### src/design/acis_pkg.sv
package acis_pkg;

  // Opcodes of the supported subset
  localparam logic [7:0] OpBrk    = 8'h00;
  localparam logic [7:0] OpAdcImm = 8'h69;
  localparam logic [7:0] OpLdaImm = 8'hA9;
  localparam logic [7:0] OpStaAbs = 8'h8D;
  localparam logic [7:0] OpTax    = 8'hAA;
  localparam logic [7:0] OpInx    = 8'hE8;

  // Status bit positions
  localparam int FlagN = 7;
  localparam int FlagV = 6;
  localparam int FlagZ = 1;
  localparam int FlagC = 0;
  localparam logic [7:0] FlagMask = 8'hC3;

  // Instruction lengths and original cycle counts
  localparam logic [1:0] LenOne   = 2'd1;
  localparam logic [1:0] LenTwo   = 2'd2;
  localparam logic [1:0] LenThree = 2'd3;
  localparam logic [2:0] CycBrk   = 3'd7;
  localparam logic [2:0] CycSta   = 3'd4;
  localparam logic [2:0] CycBase  = 3'd2;

  localparam logic [15:0] StartAddrReset = 16'h0000;

  // Architectural state
  typedef struct packed {
    logic [7:0]  acc;
    logic [7:0]  x;
    logic [7:0]  flags;
    logic [15:0] pc;
  } arch_t;

  // One result item
  typedef struct packed {
    logic [7:0]  accumulator_out;
    logic [7:0]  index_x_out;
    logic [7:0]  flags_out;
    logic [15:0] next_pc;
    logic        write_enable;
    logic [15:0] write_address;
    logic [7:0]  write_data;
    logic        halted;
    logic [1:0]  length_bytes;
    logic [2:0]  cycle_count;
  } result_t;

  // Replace N and Z from a result byte
  function automatic logic [7:0] with_nz(input logic [7:0] flags, input logic [7:0] value);
    logic [7:0] f;
    f        = flags;
    f[FlagN] = value[7];
    f[FlagZ] = (value == 8'h00);
    return f;
  endfunction

endpackage

### src/design/acis_exec.sv
module acis_exec (
  input  acis_pkg::arch_t   arch,
  input  logic [7:0]        func,
  input  logic [7:0]        operand_low,
  input  logic [7:0]        operand_high,
  output acis_pkg::arch_t   arch_next,
  output acis_pkg::result_t res
);

  logic [8:0] sum;
  logic [7:0] sum_byte;
  logic [7:0] x_inc;
  logic [7:0] adc_flags;
  logic [1:0] pc_step;

  // ADC datapath: binary add with carry-in
  assign sum      = {1'b0, arch.acc} + {1'b0, operand_low} + {8'b0, arch.flags[acis_pkg::FlagC]};
  assign sum_byte = sum[7:0];
  assign x_inc    = arch.x + 8'd1;

  always_comb begin
    adc_flags                  = acis_pkg::with_nz(arch.flags, sum_byte);
    adc_flags[acis_pkg::FlagV] = (arch.acc[7] ^ sum_byte[7]) & (operand_low[7] ^ sum_byte[7]);
    adc_flags[acis_pkg::FlagC] = sum[8];
  end

  // Decode and execute
  always_comb begin
    arch_next         = arch;
    pc_step           = acis_pkg::LenOne;
    res               = '0;
    res.length_bytes  = acis_pkg::LenOne;
    res.cycle_count   = acis_pkg::CycBase;
    unique case (func)
      acis_pkg::OpBrk: begin
        pc_step         = 2'd0;
        res.halted      = 1'b1;
        res.cycle_count = acis_pkg::CycBrk;
      end
      acis_pkg::OpAdcImm: begin
        arch_next.acc    = sum_byte;
        arch_next.flags  = adc_flags;
        pc_step          = acis_pkg::LenTwo;
        res.length_bytes = acis_pkg::LenTwo;
      end
      acis_pkg::OpLdaImm: begin
        arch_next.acc    = operand_low;
        arch_next.flags  = acis_pkg::with_nz(arch.flags, operand_low);
        pc_step          = acis_pkg::LenTwo;
        res.length_bytes = acis_pkg::LenTwo;
      end
      acis_pkg::OpStaAbs: begin
        res.write_enable  = 1'b1;
        res.write_address = {operand_high, operand_low};
        res.write_data    = arch.acc;
        pc_step           = acis_pkg::LenThree;
        res.length_bytes  = acis_pkg::LenThree;
        res.cycle_count   = acis_pkg::CycSta;
      end
      acis_pkg::OpTax: begin
        arch_next.x     = arch.acc;
        arch_next.flags = acis_pkg::with_nz(arch.flags, arch.acc);
      end
      acis_pkg::OpInx: begin
        arch_next.x     = x_inc;
        arch_next.flags = acis_pkg::with_nz(arch.flags, x_inc);
      end
      default: begin
        pc_step = acis_pkg::LenOne;
      end
    endcase
    arch_next.pc        = arch.pc + {14'b0, pc_step};
    res.accumulator_out = arch_next.acc;
    res.index_x_out     = arch_next.x;
    res.flags_out       = arch_next.flags & acis_pkg::FlagMask;
    res.next_pc         = arch_next.pc;
  end

endmodule

### src/design/accumulator_cpu_instruction_subset.sv
// Path: an instruction is captured in the input register at its transfer, then moves
// into the result register once the result slot is free or draining.
// Throughput: one instruction per cycle while the result side does not stall; the 8-bit add
// and flag update in the execute logic between the two registers set the per-item path.
// Reset (rst, synchronous): A, X and status clear to 0, program counter to the
// start_address reset value (0), both stages empty. in_stall rises only while a held result blocks.
module accumulator_cpu_instruction_subset (
  input  logic        clk,
  input  logic        rst,
  // configuration write
  input  logic        cfg_valid,
  output logic        cfg_ready,
  input  logic [15:0] cfg_data,
  // instruction input
  input  logic        in_valid,
  output logic        in_stall,
  input  logic [7:0]  func,
  input  logic [7:0]  operand_low,
  input  logic [7:0]  operand_high,
  // result output
  output logic        out_valid,
  input  logic        out_stall,
  output logic [7:0]  accumulator_out,
  output logic [7:0]  index_x_out,
  output logic [7:0]  flags_out,
  output logic [15:0] next_pc,
  output logic        write_enable,
  output logic [15:0] write_address,
  output logic [7:0]  write_data,
  output logic        halted,
  output logic [1:0]  length_bytes,
  output logic [2:0]  cycle_count
);

  logic              in_full;
  logic [7:0]        in_func;
  logic [7:0]        in_lo;
  logic [7:0]        in_hi;
  logic [15:0]       start_address;
  acis_pkg::arch_t   arch;
  acis_pkg::arch_t   arch_next;
  acis_pkg::result_t res_next;
  acis_pkg::result_t res;
  logic              advance;
  logic              in_xfer;

  // Handshake: execute stage moves when the result slot is free or draining
  assign advance   = in_full & (~out_valid | ~out_stall);
  assign in_stall  = in_full & ~advance;
  assign in_xfer   = in_valid & ~in_stall;
  assign cfg_ready = 1'b1;

  acis_exec u_exec (
    .arch         (arch),
    .func         (in_func),
    .operand_low  (in_lo),
    .operand_high (in_hi),
    .arch_next    (arch_next),
    .res          (res_next)
  );

  // Control and architectural state
  always_ff @(posedge clk) begin
    if (rst) begin
      in_full       <= 1'b0;
      out_valid     <= 1'b0;
      start_address <= acis_pkg::StartAddrReset;
      arch          <= '{acc: 8'h00, x: 8'h00, flags: 8'h00, pc: acis_pkg::StartAddrReset};
    end else begin
      if (cfg_valid && cfg_ready) begin
        start_address <= cfg_data;
      end
      if (in_xfer) begin
        in_full <= 1'b1;
      end else if (advance) begin
        in_full <= 1'b0;
      end
      if (advance) begin
        arch      <= arch_next;
        out_valid <= 1'b1;
      end else if (out_valid && !out_stall) begin
        out_valid <= 1'b0;
      end
    end
  end

  // Payload registers
  always_ff @(posedge clk) begin
    if (in_xfer) begin
      in_func <= func;
      in_lo   <= operand_low;
      in_hi   <= operand_high;
    end
    if (advance) begin
      res <= res_next;
    end
  end

  assign accumulator_out = res.accumulator_out;
  assign index_x_out     = res.index_x_out;
  assign flags_out       = res.flags_out;
  assign next_pc         = res.next_pc;
  assign write_enable    = res.write_enable;
  assign write_address   = res.write_address;
  assign write_data      = res.write_data;
  assign halted          = res.halted;
  assign length_bytes    = res.length_bytes;
  assign cycle_count     = res.cycle_count;

endmodule

### config.mk
export PLATFORM = sky130hd
export DESIGN_NAME = accumulator_cpu_instruction_subset
export DESIGN_NICKNAME = d
export VERILOG_FILES = /design/src/design/acis_pkg.sv /design/src/design/acis_exec.sv /design/src/design/accumulator_cpu_instruction_subset.sv
export SDC_FILE = /design/constraint.sdc
export NUM_CORES = 1
export LEC_CHECK = 0
export BUFFER_PORTS_ARGS = -buffer_cell sky130_fd_sc_hd__buf_4
export CORE_UTILIZATION = 25
export CTS_CLUSTER_DIAMETER = 40
export DETAILED_ROUTE_END_ITERATION = 7
export SLEW_MARGIN = 10
export SYNTH_ARGS = -nofsm -noshare
export SYNTH_HDL_FRONTEND = slang
export SYNTH_HIERARCHICAL = 1
export SYNTH_SLANG_ARGS = --single-unit
### constraint.sdc
create_clock -name clk -period 2.8 [get_ports clk]
set_clock_uncertainty 0.05 [all_clocks]
set_input_delay 0.56 -clock clk [delete_from_list [all_inputs] [get_ports clk]]
set_output_delay 0.56 -clock clk [all_outputs]
set_load 0.05 [all_outputs]
## Word-level counts from Yosys, hierarchy flattened

Index checks and enable logic that the tools add are counted.
W data, S select, Z words.

- $add $sub $neg: 4
- Eq/ne operators: 5
- Mux-type cells: 12
- Bitwise operators: 11
- Reductions and logical operators: 10

Operator list:

| operator | number |
|---|---|
| $logic_not A8 Y1 | 5 |
| $eq A8 B8 Y1 const B | 4 |
| $pmux W8 S2 | 2 |
| $pmux W8 S4 | 1 |
| $mux W25 | 1 |
| $add A16 B2 Y16 | 1 |
| $add A8 B8 Y9 | 1 |
| $add A9 B1 Y9 | 1 |
| $add A8 B1 Y8 const B | 1 |
| $eq A8 B7 Y1 const B | 1 |
| $pmux W2 S3 | 1 |
| $pmux W3 S2 | 1 |
| $mux W1 | 5 |
| $and A1 B1 Y1 | 4 |
| $not A1 Y1 | 4 |
| $pmux W2 S2 | 1 |
| $reduce_bool A2 Y1 | 2 |
| $reduce_or A2 Y1 | 1 |
| $xor A1 B1 Y1 | 2 |
| $logic_and A1 B1 Y1 | 1 |
| $logic_not A1 Y1 | 1 |
| $or A1 B1 Y1 | 1 |

- Flip-flop bits (word level): 129
- Input port bits: 45

## Logic depth before layout (Yosys ltp)

- Word-level depth: 8
- Depth in mapped cells: 13
- Mapped depth without buffers: 12

## Cells and area by module

The synthesis kept the hierarchy.

Modules (own cells, without submodules):

| module | times used | cells each | area an instance (um2) | sequential area each (um2) |
|---|---|---|---|---|
| accumulator_cpu_instruction_subset | 1 | 281 | 4773.3 | 3693.5 |
| acis_exec | 1 | 317 | 2118.3 | 0.0 |

## Worst setup path after synthesis

Ideal clock, no wire load.

- Kind: register -> register
- Start point: register in_func[1]
- End point: register res, in the netlist next_pc[14], data pin
- Arrival: 2467 ps
- Slack: 32 ps
- Stages on the path, launching flop included: 10
- Buffers on the path: 2
- Clock period less this slack: 2768 ps
- Path through: edfxtp_1 -> or4_1 -> nor2_1 -> buf_2 -> nor2_1 -> fa_1 -> nor3_1 -> nand2_1 -> xnor2_1 -> buf_4

RTL lines:

| item | RTL line | RTL |
|---|---|---|
| start, declared | accumulator_cpu_instruction_subset.sv:36 | `logic [7:0] in_func;` |
| start signal, assigned | accumulator_cpu_instruction_subset.sv:90 | `in_func <= func;` |
| end signal, assigned | accumulator_cpu_instruction_subset.sv:95 | `res <= res_next;` |
| end, declared | accumulator_cpu_instruction_subset.sv:43 | `acis_pkg::result_t res;` |

==> flow_summary.ini <==
[clock_tree]
cts.sink_count = 133
tritoncts = done
worst_skew_pair.late_latency_ps = 430
cts-root-buf = clkbuf_16
clockBufferDepth = 2
cts_made_buffers = 17
htree_levels = 4
cts_hold_buf = 0
cts_setup_buffers = 0
clk_pin_slew_worst_paths_ps = 70

[sta]
tightest_slew_ps = 675.2
finalSetupViolations = 0
slew_violations = 0
finalCritPeriodShare = 0.9531
fmax_ghz = 0.3747
slew-limit-headroom = 0.5487
hold_viol_final = 0
hold_slack_ps = 253.3
period_needed_ps = 2669

[worst_setup_path]
cp_common_cell = nor2_1
critPathSlowestCell = or4_4
worstPathArrival_ps = 2970
cp_data_required_time_ps = 3100
cpPeakStageDelay_ps = 590
critical_path_class = register to register
cp_max_fo = 5
cp-start-kind = register
end_kind = register
critPathBufInv = 2
crit_chain = or4_4, nor4b_4, buf_4, nor2_1, ha_1, inv_1, fa_2, nor2_1, nand4_1, xnor2_1, nand2b_1, mux2i_1
cp_top_family = simple AND/OR/NAND/NOR gates

[die]
start_util = 0.2561
dieArea_um2 = 27420
die_w_um = 165.6
core_area_um2 = 26130
die_h_um = 165.6
ios = 119
rows = 59

[grt]
use_met2 = 0.1774
globalRouteMet1Util = 0.1468
grtUsageMet3 = 0.03489
grt_pass1_vias = 4346
grt_max_degree = 75
busiest_layer = met2
overflow = 0
grt_usage = 0.1124
antenna_found_initial = 0
grt_pass1_wl_mm = 23.89

[placed_design]
place_hpwl_mm = 10.84
placed_cell_area_um2 = 7757
gp_congestion = 0.8397
io_buffer_count = 100

[final_layout]
nets = 736
n_fill_cell = 2701
area_growth_pct = 25.49
fin_util = 0.3213
diodes = 0
fin_area_um2 = 8397
drive_above_1_share = 0.2942

[min_path]
min_path_type = input port to register

[drt]
wl_mm = 15.13
drt_iter0_drc = 316
post-route-drc-count = 22
via_per_inst = 4.325
wire_per_inst_um = 14.76
vias = 4433
firstDrtPassIters = 7
ant_nets = 0

[yosys]
syn-cell-area_um2 = 6691
avgSynthCellArea_um2 = 11.58
yosys_warnings = 6
synth_cells = 578

[pwr]
leakage_nw = 3.175
p_per_area_nw_per_um2 = 576.8
ir_drop_v = 0.0002346
design_power_total_mw = 4.843

[outcome]
status = complete, but fails checks
failed_checks = design-rule violations

[job]
drv_cap = 0
==> placed cells by master (no fill, tap or decap), drive strengths merged, types with 4 or more instances in the layout <==
cell / n
buf: 139
edfxtp: 95
nand2b: 76
nor2: 40
dfxtp: 38
mux2i: 37
inv: 26
nand2: 24
a21oi: 22
and2: 21
o21ai: 18
clkbuf: 17
xnor2: 15
nand3: 14
ha: 11
a22oi: 9
xor2: 8
nor3: 8
conb: 5
and3: 5
o22ai: 5
nand4: 4
clkinv: 4
or4: 4
nor4b: 4
nor3b: 4
==> where the power goes <==
| group | total [mW] | internal (mW) | switching [mW] |
|---|---|---|---|
| registers | 2.21 | 2.18 | 0.0325 |
| logic | 0.463 | 0.163 | 0.301 |
| clock network | 2.17 | 1.24 | 0.928 |
==> worst reg2reg max path, cell delays in order, from the launching register on <==
cell      delay [ps]
edfxtp_1         400
or4_4            590
nor4b_4          220
buf_4            180
nor2_1            50
ha_1             190
inv_1             70
fa_2             280
nor2_1            90
nand4_1          120
xnor2_1          160
nand2b_1          80
mux2i_1          120
==> per-layer routing <==
| layer | wire length [um] | share of wire | vias to the layer above |
|---|---|---|---|
| li1 | - | - | 2192 |
| met4 | 150 | 0.0099 | 0 |
| met1 | 6812 | 0.45 | 2101 |
| met5 | 0 | 0 | - |
| met3 | 1003 | 0.066 | 14 |
| met2 | 7162 | 0.47 | 126 |
==> registers in the layout, summed over array words and instances (netlist names) <==
name,cells
accumulator_out,8
arch,36
cycle_count,3
flags_out,8
halted,1
in_full,1
in_func,8
in_hi,8
in_lo,8
index_x_out,8
length_bytes,2
next_pc,16
out_valid,1
write_address,16
write_data,8
write_enable,1
==> repair_timing <==
action | in CTS | in global routing
pin swaps | 0 | 3
gates cloned | 0 | 0
endpoints found under the setup margin | 8 | 13
gates resized for setup | 5 | 10
hold endpoints to repair | 0 | 0
==> per-stage QoR <==
stage	cells	TNS, ps	setup WS [ps]
2_1_floorplan	581	0	32.08
3_3_place_gp	993	-63.31	-35.24
3_5_place_dp	993	-355.6	-98.70
4_1_cts	1025	0	46.19
5_1_grt	1025	-0.5214	-0.5214
6_report	1025	0	131.4
==> layout make-up <==
type                            count  area, um2  area share
Clock buffer                       17      425.4     0.05066
Tap cell                          335      419.2     0.04992
Multi-Input combinational cell    367       2629      0.3131
Inverter                           19      71.32    0.008494
Sequential cell                   133       3613      0.4303
Timing Repair Buffer              139       1094      0.1302
Clock inverter                     15      145.1     0.01729
==> final timing paths <==
path                          from                     to  slack [ps]  cells after the start
max           in_func[1]$_DFFE_PP_  arch[10]$_SDFFE_PP0P_         130                     12
min                 operand_low[0]     in_lo[0]$_DFFE_PP_         250                      1
max reg2reg   in_func[1]$_DFFE_PP_  arch[10]$_SDFFE_PP0P_         130                     12
min reg2reg  arch[17]$_SDFFE_PP0P_  arch[17]$_SDFFE_PP0P_         420                      2
No activity file was read; power rests on OpenSTA's default activity.
